### src/hw/rtl/tsss_pkg.sv
// Shared constants, types and saturation helper for the split score search.
package tsss_pkg;

  localparam int unsigned DEPTH     = 3;
  localparam int unsigned CELL_W    = DEPTH;
  localparam int unsigned NUM_CELLS = 1 << DEPTH;
  localparam int unsigned ACC_W     = 48;
  localparam int unsigned OUT_W     = 32;
  localparam int unsigned COMB_W    = 16;
  localparam int unsigned EXT_W     = ACC_W + 1 - OUT_W;

  localparam logic [CELL_W-1:0] LAST_CELL = CELL_W'(NUM_CELLS - 1);

  // Write request from the accumulate stage to one accumulator bank.
  typedef struct packed {
    logic              we;
    logic [CELL_W-1:0] addr;
    logic [ACC_W-1:0]  data;
  } wr_req_t;

  // Clamp a sum that has grown by one bit back into the signed accumulator range.
  function automatic logic signed [ACC_W-1:0] sat_acc(input logic signed [ACC_W:0] v);
    logic signed [ACC_W-1:0] r;
    if (v[ACC_W] != v[ACC_W-1]) begin
      r = {v[ACC_W], {(ACC_W-1){~v[ACC_W]}}};
    end else begin
      r = v[ACC_W-1:0];
    end
    return r;
  endfunction

endpackage

### src/hw/rtl/tsss_bank.sv
// One accumulator bank: per-cell totals in a synchronous memory with valid bits and forwarding.
module tsss_bank (
  input  logic                                 clk_i,
  input  logic                                 rst_ni,
  input  logic [tsss_pkg::CELL_W-1:0]          raddr_i,
  input  tsss_pkg::wr_req_t                    wr_i,
  input  logic                                 clear_i,
  output logic signed [tsss_pkg::ACC_W-1:0]    rdata_o
);

  logic [tsss_pkg::ACC_W-1:0]     mem_q [tsss_pkg::NUM_CELLS];
  logic [tsss_pkg::ACC_W-1:0]     rd_q;
  logic [tsss_pkg::ACC_W-1:0]     hit_data_q;
  logic [tsss_pkg::NUM_CELLS-1:0] vld_q;
  logic                           rd_vld_q;
  logic                           hit_q;

  always_ff @(posedge clk_i) begin
    if (wr_i.we) begin
      mem_q[wr_i.addr] <= wr_i.data;
    end
    rd_q       <= mem_q[raddr_i];
    hit_data_q <= wr_i.data;
  end

  always_ff @(posedge clk_i or negedge rst_ni) begin
    if (!rst_ni) begin
      vld_q    <= '0;
      rd_vld_q <= 1'b0;
      hit_q    <= 1'b0;
    end else begin
      rd_vld_q <= vld_q[raddr_i];
      // a write to the entry being read lands at the same edge: forward it
      hit_q    <= wr_i.we && (wr_i.addr == raddr_i);
      if (clear_i) begin
        vld_q <= '0;
      end else if (wr_i.we) begin
        vld_q[wr_i.addr] <= 1'b1;
      end
    end
  end

  // an entry never written since the last clear reads as zero
  assign rdata_o = hit_q ? hit_data_q : (rd_vld_q ? rd_q : '0);

endmodule

### src/hw/rtl/treatment_split_score_search.sv
// Top level of the treatment split score search.
// Usage: samples of one cut combination enter on start; a sample is transferred
// at a rising edge with start high and busy low. Each sample adds its outcome to
// the treated or untreated total of its cell, with saturation. Samples without
// last_sample_i are taken one per cycle and give no result.
// A sample with last_sample_i raises busy: the cell scan reads both accumulator
// banks once per cell, then the maximum, offset and group best stages follow.
// The result is shown for one cycle with res_strobe_o, in the first cycle busy
// is low again, so a new sample can be transferred in that same cycle. The scan
// length is set by the single read port of each bank.
// The receiver cannot stall; the result outputs hold until the next result.
// score_offset_i is written at any edge with score_offset_we_i high; write it
// only while the block is idle.
// Reset clears the totals (through per-cell valid bits), the group best and
// the offset; the block is ready in the first cycle after reset.
module treatment_split_score_search (
  input  logic                                clk_i,
  input  logic                                rst_ni,
  input  logic                                score_offset_we_i,
  input  logic signed [tsss_pkg::OUT_W-1:0]   score_offset_i,
  input  logic                                start,
  output logic                                busy,
  input  logic                                treatment_i,
  input  logic [tsss_pkg::CELL_W-1:0]         cell_index_i,
  input  logic signed [tsss_pkg::OUT_W-1:0]   outcome_i,
  input  logic                                last_sample_i,
  input  logic [tsss_pkg::COMB_W-1:0]         combination_id_i,
  input  logic                                last_in_group_i,
  output logic                                res_strobe_o,
  output logic signed [tsss_pkg::ACC_W-1:0]   combination_score_o,
  output logic [tsss_pkg::CELL_W-1:0]         combination_cell_o,
  output logic signed [tsss_pkg::ACC_W-1:0]   best_score_o,
  output logic [tsss_pkg::CELL_W-1:0]         best_cell_o,
  output logic [tsss_pkg::COMB_W-1:0]         best_combination_o,
  output logic                                group_done_o
);

  logic accept;

  // accumulate stage
  logic                                smp_vld_q;
  logic                                smp_treat_q;
  logic [tsss_pkg::CELL_W-1:0]         smp_cell_q;
  logic signed [tsss_pkg::OUT_W-1:0]   smp_out_q;
  logic signed [tsss_pkg::ACC_W-1:0]   acc_op;
  logic signed [tsss_pkg::ACC_W-1:0]   acc_sum;

  // scan and reduce stages
  logic                                scan_act_q;
  logic [tsss_pkg::CELL_W-1:0]         scan_cell_q;
  logic                                cmp_vld_q;
  logic [tsss_pkg::CELL_W-1:0]         cmp_cell_q;
  logic signed [tsss_pkg::ACC_W-1:0]   diff_d;
  logic signed [tsss_pkg::ACC_W-1:0]   diff_q;
  logic                                diff_vld_q;
  logic [tsss_pkg::CELL_W-1:0]         diff_cell_q;
  logic signed [tsss_pkg::ACC_W-1:0]   max_q;
  logic [tsss_pkg::CELL_W-1:0]         max_cell_q;
  logic                                fin_vld_q;
  logic signed [tsss_pkg::ACC_W-1:0]   score_d;
  logic signed [tsss_pkg::ACC_W-1:0]   score_q;
  logic                                sc_vld_q;

  // combination and group state
  logic                                busy_q;
  logic [tsss_pkg::COMB_W-1:0]         comb_q;
  logic                                lig_q;
  logic signed [tsss_pkg::OUT_W-1:0]   offset_q;
  logic signed [tsss_pkg::ACC_W-1:0]   best_q;
  logic [tsss_pkg::CELL_W-1:0]         best_cell_q;
  logic [tsss_pkg::COMB_W-1:0]         best_comb_q;
  logic                                new_best;
  logic                                res_strobe_q;
  logic signed [tsss_pkg::ACC_W-1:0]   res_score_q;
  logic [tsss_pkg::CELL_W-1:0]         res_cell_q;
  logic signed [tsss_pkg::ACC_W-1:0]   res_best_q;
  logic [tsss_pkg::CELL_W-1:0]         res_best_cell_q;
  logic [tsss_pkg::COMB_W-1:0]         res_best_comb_q;
  logic                                res_done_q;

  // accumulator banks: index 0 untreated, 1 treated
  logic [tsss_pkg::CELL_W-1:0]         raddr;
  tsss_pkg::wr_req_t                   wr0;
  tsss_pkg::wr_req_t                   wr1;
  logic signed [tsss_pkg::ACC_W-1:0]   rdata0;
  logic signed [tsss_pkg::ACC_W-1:0]   rdata1;
  logic                                bank_clear;

  assign accept = start && !busy_q;
  assign busy   = busy_q;

  assign raddr      = scan_act_q ? scan_cell_q : cell_index_i;
  assign bank_clear = scan_act_q && (scan_cell_q == tsss_pkg::LAST_CELL);

  assign acc_op  = smp_treat_q ? rdata1 : rdata0;
  assign acc_sum = tsss_pkg::sat_acc({acc_op[tsss_pkg::ACC_W-1], acc_op}
                     + {{tsss_pkg::EXT_W{smp_out_q[tsss_pkg::OUT_W-1]}}, smp_out_q});

  assign wr0.we   = smp_vld_q && !smp_treat_q;
  assign wr0.addr = smp_cell_q;
  assign wr0.data = acc_sum;
  assign wr1.we   = smp_vld_q && smp_treat_q;
  assign wr1.addr = smp_cell_q;
  assign wr1.data = acc_sum;

  tsss_bank u_bank0 (
    .clk_i   (clk_i),
    .rst_ni  (rst_ni),
    .raddr_i (raddr),
    .wr_i    (wr0),
    .clear_i (bank_clear),
    .rdata_o (rdata0)
  );

  tsss_bank u_bank1 (
    .clk_i   (clk_i),
    .rst_ni  (rst_ni),
    .raddr_i (raddr),
    .wr_i    (wr1),
    .clear_i (bank_clear),
    .rdata_o (rdata1)
  );

  assign diff_d  = tsss_pkg::sat_acc({rdata1[tsss_pkg::ACC_W-1], rdata1}
                     - {rdata0[tsss_pkg::ACC_W-1], rdata0});
  assign score_d = tsss_pkg::sat_acc({max_q[tsss_pkg::ACC_W-1], max_q}
                     + {{tsss_pkg::EXT_W{offset_q[tsss_pkg::OUT_W-1]}}, offset_q});
  assign new_best = score_q > best_q;

  // payload registers
  always_ff @(posedge clk_i) begin
    if (accept) begin
      smp_treat_q <= treatment_i;
      smp_cell_q  <= cell_index_i;
      smp_out_q   <= outcome_i;
      if (last_sample_i) begin
        comb_q <= combination_id_i;
        lig_q  <= last_in_group_i;
      end
    end
    cmp_cell_q  <= scan_cell_q;
    diff_q      <= diff_d;
    diff_cell_q <= cmp_cell_q;
    // first cell on ties: only a strictly larger difference replaces the maximum
    if (diff_vld_q && ((diff_cell_q == '0) || (diff_q > max_q))) begin
      max_q      <= diff_q;
      max_cell_q <= diff_cell_q;
    end
    score_q <= score_d;
    if (sc_vld_q) begin
      res_score_q     <= score_q;
      res_cell_q      <= max_cell_q;
      res_best_q      <= new_best ? score_q : best_q;
      res_best_cell_q <= new_best ? max_cell_q : best_cell_q;
      res_best_comb_q <= new_best ? comb_q : best_comb_q;
      res_done_q      <= lig_q;
    end
  end

  // control and group state
  always_ff @(posedge clk_i or negedge rst_ni) begin
    if (!rst_ni) begin
      smp_vld_q    <= 1'b0;
      scan_act_q   <= 1'b0;
      scan_cell_q  <= '0;
      cmp_vld_q    <= 1'b0;
      diff_vld_q   <= 1'b0;
      fin_vld_q    <= 1'b0;
      sc_vld_q     <= 1'b0;
      busy_q       <= 1'b0;
      res_strobe_q <= 1'b0;
      offset_q     <= '0;
      best_q       <= '0;
      best_cell_q  <= '0;
      best_comb_q  <= '0;
    end else begin
      smp_vld_q  <= accept;
      cmp_vld_q  <= scan_act_q;
      diff_vld_q <= cmp_vld_q;
      fin_vld_q  <= diff_vld_q && (diff_cell_q == tsss_pkg::LAST_CELL);
      sc_vld_q   <= fin_vld_q;
      res_strobe_q <= sc_vld_q;

      if (score_offset_we_i) begin
        offset_q <= score_offset_i;
      end

      if (accept && last_sample_i) begin
        busy_q      <= 1'b1;
        scan_act_q  <= 1'b1;
        scan_cell_q <= '0;
      end else if (scan_act_q) begin
        scan_cell_q <= scan_cell_q + tsss_pkg::CELL_W'(1);
        if (scan_cell_q == tsss_pkg::LAST_CELL) begin
          scan_act_q <= 1'b0;
        end
      end

      if (sc_vld_q) begin
        busy_q <= 1'b0;
        if (lig_q) begin
          best_q      <= '0;
          best_cell_q <= '0;
          best_comb_q <= '0;
        end else if (new_best) begin
          best_q      <= score_q;
          best_cell_q <= max_cell_q;
          best_comb_q <= comb_q;
        end
      end
    end
  end

  assign res_strobe_o        = res_strobe_q;
  assign combination_score_o = res_score_q;
  assign combination_cell_o  = res_cell_q;
  assign best_score_o        = res_best_q;
  assign best_cell_o         = res_best_cell_q;
  assign best_combination_o  = res_best_comb_q;
  assign group_done_o        = res_done_q;

`ifndef ASSERT_OFF
  a_strobe_ends_busy: assert property (@(posedge clk_i) disable iff (!rst_ni)
    res_strobe_q |-> !busy_q && $past(busy_q))
    else $error("result strobe without a preceding busy period");

  a_scan_busy: assert property (@(posedge clk_i) disable iff (!rst_ni)
    (scan_act_q || cmp_vld_q || diff_vld_q || fin_vld_q || sc_vld_q) |-> busy_q)
    else $error("scan stage active while not busy");

  a_no_write_on_clear: assert property (@(posedge clk_i) disable iff (!rst_ni)
    bank_clear |-> !smp_vld_q)
    else $error("accumulator write collides with bank clear");

  a_best_nonneg: assert property (@(posedge clk_i) disable iff (!rst_ni)
    !best_q[tsss_pkg::ACC_W-1])
    else $error("group best went negative");

  a_group_reset: assert property (@(posedge clk_i) disable iff (!rst_ni)
    (sc_vld_q && lig_q) |=> (best_q == '0) && (best_comb_q == '0))
    else $error("group best not cleared at group end");
`endif

endmodule
### config.mk
export PLATFORM = sky130hd
export DESIGN_NAME = treatment_split_score_search
export DESIGN_NICKNAME = d
export VERILOG_FILES = /design/src/hw/rtl/tsss_pkg.sv /design/src/hw/rtl/tsss_bank.sv /design/src/hw/rtl/treatment_split_score_search.sv
export SDC_FILE = /design/constraint.sdc
export NUM_CORES = 2
export LEC_CHECK = 0
export BUFFER_PORTS_ARGS = -buffer_cell sky130_fd_sc_hd__buf_2
export CORE_MARGIN = 3
export CORE_UTILIZATION = 56
export CTS_CLUSTER_SIZE = 12
export DETAILED_ROUTE_END_ITERATION = 8
export PLACE_DENSITY = 0.82
export SLEW_MARGIN = 10
export SYNTH_ARGS = -nofsm -noshare
export SYNTH_HDL_FRONTEND = slang
export SYNTH_HIERARCHICAL = 1
export SYNTH_SLANG_ARGS = --single-unit
### constraint.sdc
create_clock -name clk_i -period 6.7 [get_ports clk_i]
set_clock_uncertainty 0.15 [all_clocks]
set_input_delay 0.67 -clock clk_i [delete_from_list [all_inputs] [get_ports clk_i]]
set_output_delay 0.67 -clock clk_i [all_outputs]
set_load 0.01 [all_outputs]
== Yosys cells after proc, flatten, opt, wreduce, memory -nomap -nowiden ==
Memory sizes are Yosys's and may differ from the RTL's. A register that Yosys moved wholly into a read port is not among the register bits.
Index checks and enable logic that the tools add are counted.
W data, S select, Z words.
Word-level totals
  register bits: 503
  bits in latches: 0
  RAM bits: 768
  bits in read-only memories: 0
  output and inout port bits: 121
  word-level logic and storage cells: 114
  memories kept: 2
Memories
  u_bank0.mem_q: depth 8, bits a word 48, rd ports 1, clocked after memory_dff 1, wr ports 1, line tsss_bank.sv:11  | logic [tsss_pkg::ACC_W-1:0] mem_q [tsss_pkg::NUM_CELLS];
  u_bank1.mem_q: depth 8, bits a word 48, rd ports 1, clocked after memory_dff 1, wr ports 1, line tsss_bank.sv:11
Cells by class
  add/subtract/negate cells: 4
  $mul: 0
  div/mod/pow operators: 0
  $lt $le $gt $ge: 5
  equality and inequality tests: 6
  shifts and indexed selects: 0
  multiplexer cells: 36
  bitwise gates (word level): 5
  reductions and logical operators: 19
Operators by type and width (number)
  $mux W48: 10
  $add A48 B32 Y49: 2
  $gt A48 B48 Y1: 2
  $sub A48 B48 Y49: 1
  $mux W16: 2
  $mux W8: 4
  $or A8 B8 Y8: 2
  $mux W3: 5
  $mux W1: 12
  $logic_and A1 B1 Y1: 10
  $lt A3 B4 Y1 const B: 2
  $reduce_bool A2 Y1: 4
  $bmux W1 S3: 2
  $eq A3 B3 Y1 const B: 2
  $add A3 B1 Y3 const B: 1
  $demux W1 S3: 1
  $eq A3 B3 Y1: 1
  $ge A3 B1 Y1 const B: 1
  $logic_not A3 Y1: 1
  $ne A1 B1 Y1: 3
  $not A1 Y1: 3
  $logic_not A1 Y1: 2
  $reduce_and A2 Y1: 1
  $logic_or A1 B1 Y1: 1

== Longest topological paths before layout ==
  word-level depth: 7
  gate-level depth with buffers: 18
  depth with buffers taken out: 15

== Cells and area by module ==
Netlist, hierarchy kept.
Modules (own cells, without submodules)
  tsss_bank: instances 2, cells an instance 768, area an instance 17320.4 sq um
  treatment_split_score_search: instances 1, cells an instance 2802, area an instance 27221.1 sq um

== Worst setup path after synthesis ==
Ideal clock, no wire load.
  path type: flip-flop to flip-flop
  from: reg u_bank0.hit_q
  to: mem u_bank0/mem_q[0][29] in the netlist's numbering, data pin
  setup time: 0.344 ns
  arrival time: 4.336 ns
  required time: 6.206 ns
  path slack: 1.870 ns
  stages on the path, launching flop included: 18
  path buffers: 4
  period minus slack after synthesis: 4.830 ns
  cells stage by stage: dfrtp_1 nor2b_1 clkbuf_1 clkbuf_1 a22o_1 inv_1 o21ai_0 ha_1 clkbuf_1 and3_1 a221o_1 a211o_1 a21oi_1 o211ai_1 a311oi_4 nor2_4 buf_2 o21ai_0
Between the ends
  longest elaborated chain between the ends: 5
Ends and longest elaborated chain
  from (decl): line tsss_bank.sv:16  | logic hit_q;
  from (signal assigned): line tsss_bank.sv:34  | hit_q <= wr_i.we && (wr_i.addr == raddr_i);
  $mux W48 *: line tsss_bank.sv:44  | assign rdata_o = hit_q ? hit_data_q : (rd_vld_q ? rd_q : '0);
  named net rdata0, one bit: line treatment_split_score_search.sv:85  | logic signed [tsss_pkg::ACC_W-1:0] rdata0;
  $mux W48 *: line treatment_split_score_search.sv:95  | assign acc_op = smp_treat_q ? rdata1 : rdata0;
  $add A48 B32 Y49 *: line treatment_split_score_search.sv:97  | + {{tsss_pkg::EXT_W{smp_out_q[tsss_pkg::OUT_W-1]}}, smp_out_q});
  $ne A1 B1 Y1 or $not A1 Y1 (tied branches): line tsss_pkg.sv:24, tsss_pkg.sv:25
  $mux W48 *: line tsss_pkg.sv:24  | if (v[ACC_W] != v[ACC_W-1]) begin
  named net acc_sum, one bit: line treatment_split_score_search.sv:46  | logic signed [tsss_pkg::ACC_W-1:0] acc_sum;
  to (decl): line tsss_bank.sv:11
The timed path passes the listed nets; every way through them passes the cells marked *.

== Worst setup path in the final report ==
  from: reg u_bank0.hit_q
  to: mem u_bank1/mem_q[4][28] in the netlist's numbering, data pin
Between the ends
  longest elaborated chain between the ends: 5
Ends and longest elaborated chain (line)
  $mux W48 *: tsss_bank.sv:44
  named net rdata0, one bit: treatment_split_score_search.sv:85
  $mux W48 *: treatment_split_score_search.sv:95
  $add A48 B32 Y49 *: treatment_split_score_search.sv:97
  $ne A1 B1 Y1 or $not A1 Y1 (tied branches): tsss_pkg.sv:24, tsss_pkg.sv:25
  $mux W48 *: tsss_pkg.sv:24
  named net acc_sum, one bit: treatment_split_score_search.sv:46
  to (decl): tsss_bank.sv:11
Marked as above.

==> qor.txt <==
======================================================================================
Signal arrival time at the worst endpoint                                      6.30 ns
Unique masters post-synth                                                          103
Wire length of the first global-routing pass                                    238 mm
Post-CTS Setup Repair Bufs                                                           0
Power density over the cells                                               548 nW/um^2
Critical-path cell list                                                   nor2b_4 > buf_4 > a22o_1 > mux2_2 > ha_1 > inv_1 > fa_1 > nand2b_1 > a21oi_1 > a41oi_1 > a22o_1 > o41a_1 > o21ai_1 > a31o_2 > nand2_2 > buf_4 > a21oi_1 > buf_4
Required time worst endpoint                                                   7.16 ns
CTS tree                                                                           yes
Final Routed Wirelength                                                         157 mm
Yosys warnings                                                                       6
Clk sinks                                                                        1,415
Setup-violating endpoint count in the final report                                   0
Via count of the first global-routing pass                                      38,900
Root buf cell                                                                clkbuf_16
Cell type with the highest aggregate area in the netlist                      edfxtp_1
Startpoint of the worst-slack reg-to-reg timing path                      u_bank0/hit_q
Number of CTS-inserted buffers                                                     145
Final hold violations                                                                0
Synthesized flop and latch total                                                 1,415
Kind of path behind the tightest hold check                               primary input to register
Final Max Tran Viols                                                                 0
Grt ovf                                                                              0
Dominant cells by area after synthesis                                    edfxtp_1, dfxtp_1, mux4_2
Most frequent cells in the layout                                         edfxtp_1, dfxtp_1, a21oi_1, o21ai_0, ha_1
Worst supply voltage drop on vdd                                            0.000399 V
Router iterations before antenna repair                                              5
Netlist area before placement                                              61,900 um^2
Clock slew at the register clock pins of the worst setup and hold paths        0.06 ns
Fraction of post-synthesis cell area in the top cell type by area                0.481
Worst Setup Start Kind                                                        register
Violation count after the first detailed-routing iteration                       4,025
Tcrit/Tclk final                                                                 0.872
Core occupancy in the finished layout                                            0.638
Chip Width                                                                      338 um
Timing-limited maximum frequency                                               171 MHz
GP Congestion                                                                    0.962
Ys async rst share                                                              0.0919
Critical path endpoint category                                               register
Maximum capacitance violations                                                       0
Post-Syn Instances                                                               4,338
Normalized max-slew margin                                                       0.198
Boundary Pins                                                                      211
Post-layout nets                                                                 4,944
Minimum period implied by the final worst setup slack                          5.85 ns
CP Launch Point                                                           u_bank0/hit_q
Drt via density                                                                   6.29
Static power due to leakage                                                    26.2 nW
Most used cell, CP                                                               buf_4
Number of antenna-violating nets in the routed design                                0
Number of enable flip-flop cells after synthesis                                   991
Leading cell type in the layout, fill and taps excluded                       edfxtp_1
Remaining design rule violation count                                                0
Count of port buffers added during placement                                       210
Estimated wirelength of the detail-placed design                               97.6 mm
Share of layout cells above drive strength 1                                     0.190
CP Max Fanout                                                                       29
Number of rows created at floorplan                                                121
Initial standard-cell utilization of the core                                    0.566
Number of antenna violations at the first check in global routing                    0
Slowest stage cell, crit path                                                  dfrtp_2
Die height                                                                      338 um
RSZ-0062 raised after global routing                                             false
Core area                                                                 109,000 um^2
Overall via count from detail_route                                             39,000
Area growth from synthesis to final layout                                       12.8%
Sequential fraction of the synthesis area                                        0.629
Transition time at the pin with the least slew margin                          1.20 ns
Post-cts repair resize count                                                         0
Avg Inst Size Synth                                                          14.3 um^2
Clk Latency, worst-skew pair                                                   0.77 ns
Synthesized Nets                                                                 4,673
Quantity of hold-fixing buffers added after cts                                     72
Most used flip-flop cell after synthesis                                      edfxtp_1
Global-route total usage across every layer                                      0.272
Type of the worst setup path                                              register to register
Post-route setup TNS                                                              0 ns
Min-delay src                                                             score_offset_i[25]
H-Tree Level Count                                                                   4
Max Root-Sink Buffers                                                                3
Biggest cell delay along the critical path                                     0.61 ns
Floorplan die area                                                        114,000 um^2
DR WL/cell                                                                     25.3 um
Pin count of the biggest net entering global routing                               124
Status                                                                    finished clean
======================================================================================
-- state kept, by name, summed over array words and instances (netlist names), 32 cells and up --
| register | cells |
|---|---|
| offset_q | 32 |
| u_bank1/mem_q | 384 |
| u_bank1/hit_data_q | 48 |
| u_bank0/rd_q | 48 |
| combination_score_o | 48 |
| max_q | 48 |
| best_q | 48 |
| best_score_o | 48 |
| smp_out_q | 32 |
| diff_q | 48 |
| u_bank1/rd_q | 48 |
| u_bank0/hit_data_q | 48 |
| score_q | 48 |
| u_bank0/mem_q | 384 |
-- Yosys cell counts (7+ instances only) --
cell,n
inv_1,227
dfxtp_1,294
ha_1,242
a21oi_1,284
dfrtp_1,130
o21bai_1,24
o21ai_0,251
nor2b_1,17
nor2_1,103
buf_1,12
and2_1,15
nor3_1,26
and3_1,16
clkbuf_1,144
a211oi_1,69
a22o_1,96
a31oi_1,21
and4_1,11
edfxtp_1,991
nand4_1,58
a221o_1,66
mux4_2,196
mux2_2,152
xor2_1,55
or3_1,7
xnor2_1,78
a21boi_0,14
a221oi_1,11
nand4b_1,7
o21a_1,22
a21o_1,114
nor4_1,7
o211ai_1,18
maj3_1,9
nor3b_1,19
o31ai_1,8
nand2_1,179
nand3_1,97
nand2b_1,36
buf_2,82
-- final cells by class --
type / instances / area [um^2]
diodes: 1 / 2.50
clock buffers: 234 / 4140
clock inverters: 32 / 424
fillers: 7684 / 39500
inverters: 228 / 856
multi-input cells: 2444 / 21100
flip-flops and latches: 1415 / 38900
well taps: 1476 / 1850
repair buffers: 375 / 2510
-- logic make-up after synthesis --
logic type / count (synthesis) / share of synthesized area
mux: 352 / 0.0997
flops: 1415 / 0.629
simple gates: 624 / 0.0518
buf+inv: 479 / 0.0321
fa+ha+maj: 255 / 0.0516
compound gates: 1080 / 0.117
xor+xnor: 133 / 0.0188
-- path summary, 6_finish.rpt --
check / endpoint / slack [ns] / depth (start not counted)
worst min-delay path: offset_q[25] / 0.04 / 2
worst max register to register: u_bank1/mem_q[4][28] / 0.85 / 18
worst max-delay path: u_bank1/mem_q[4][28] / 0.85 / 18
worst min register to register: diff_cell_q[1] / 0.18 / 0
min in group asynchronous: best_comb_q[2] / 0.44 / 2
max in group asynchronous: u_bank1/hit_q / 4.73 / 3
-- critical path: cells and delay by family (launching register included) --
family	cells	cell delay, ns
mux	1	0.16
compound gates	8	2.27
simple gates	3	0.84
fa+ha+maj	2	0.59
buf+inv	4	1.05
flops	1	0.61
-- metrics by stage --
step / instance area, um^2 / power, mW / setup WS [ns] / std cells / hold slack (ns)
finish: 69800 / 38.2 / 0.855 / 6205 / 0.0438
global route: 69800 / 40.3 / 0.600 / 6204 / 0.0219
CTS: 69800 / 38.1 / 0.919 / 6204 / 0.00112
detailed placement: 64500 / 30.1 / 0.971 / 5866 / 0.165
global placement: 64500 / 29.6 / 1.19 / 5866 / 0.162
floorplan: 61900 / 25.4 / 1.87 / 4338 / 0.160
-- layer usage --
| layer | GRT usage | up-vias | share of wire |
|---|---|---|---|
| met3 | 0.0496 | 376 | 0.084 |
| met2 | 0.448 | 1957 | 0.49 |
| li1 | - | 17300 | - |
| met1 | 0.360 | 19400 | 0.39 |
| met4 | 0.107 | 0 | 0.039 |
| met5 | 0 | - | 0 |
-- power breakdown --
| group | internal (mW) | switching (mW) | leakage, nW | total [mW] |
|---|---|---|---|---|
| logic | 6.39 | 10.0 | 11.0 | 16.4 |
| clock network | 4.39 | 3.37 | 2.19 | 7.77 |
| registers | 13.0 | 1.07 | 12.9 | 14.0 |
| total | 23.7 | 14.5 | 26.2 | 38.2 |
Power figures use the tool's default switching activity.
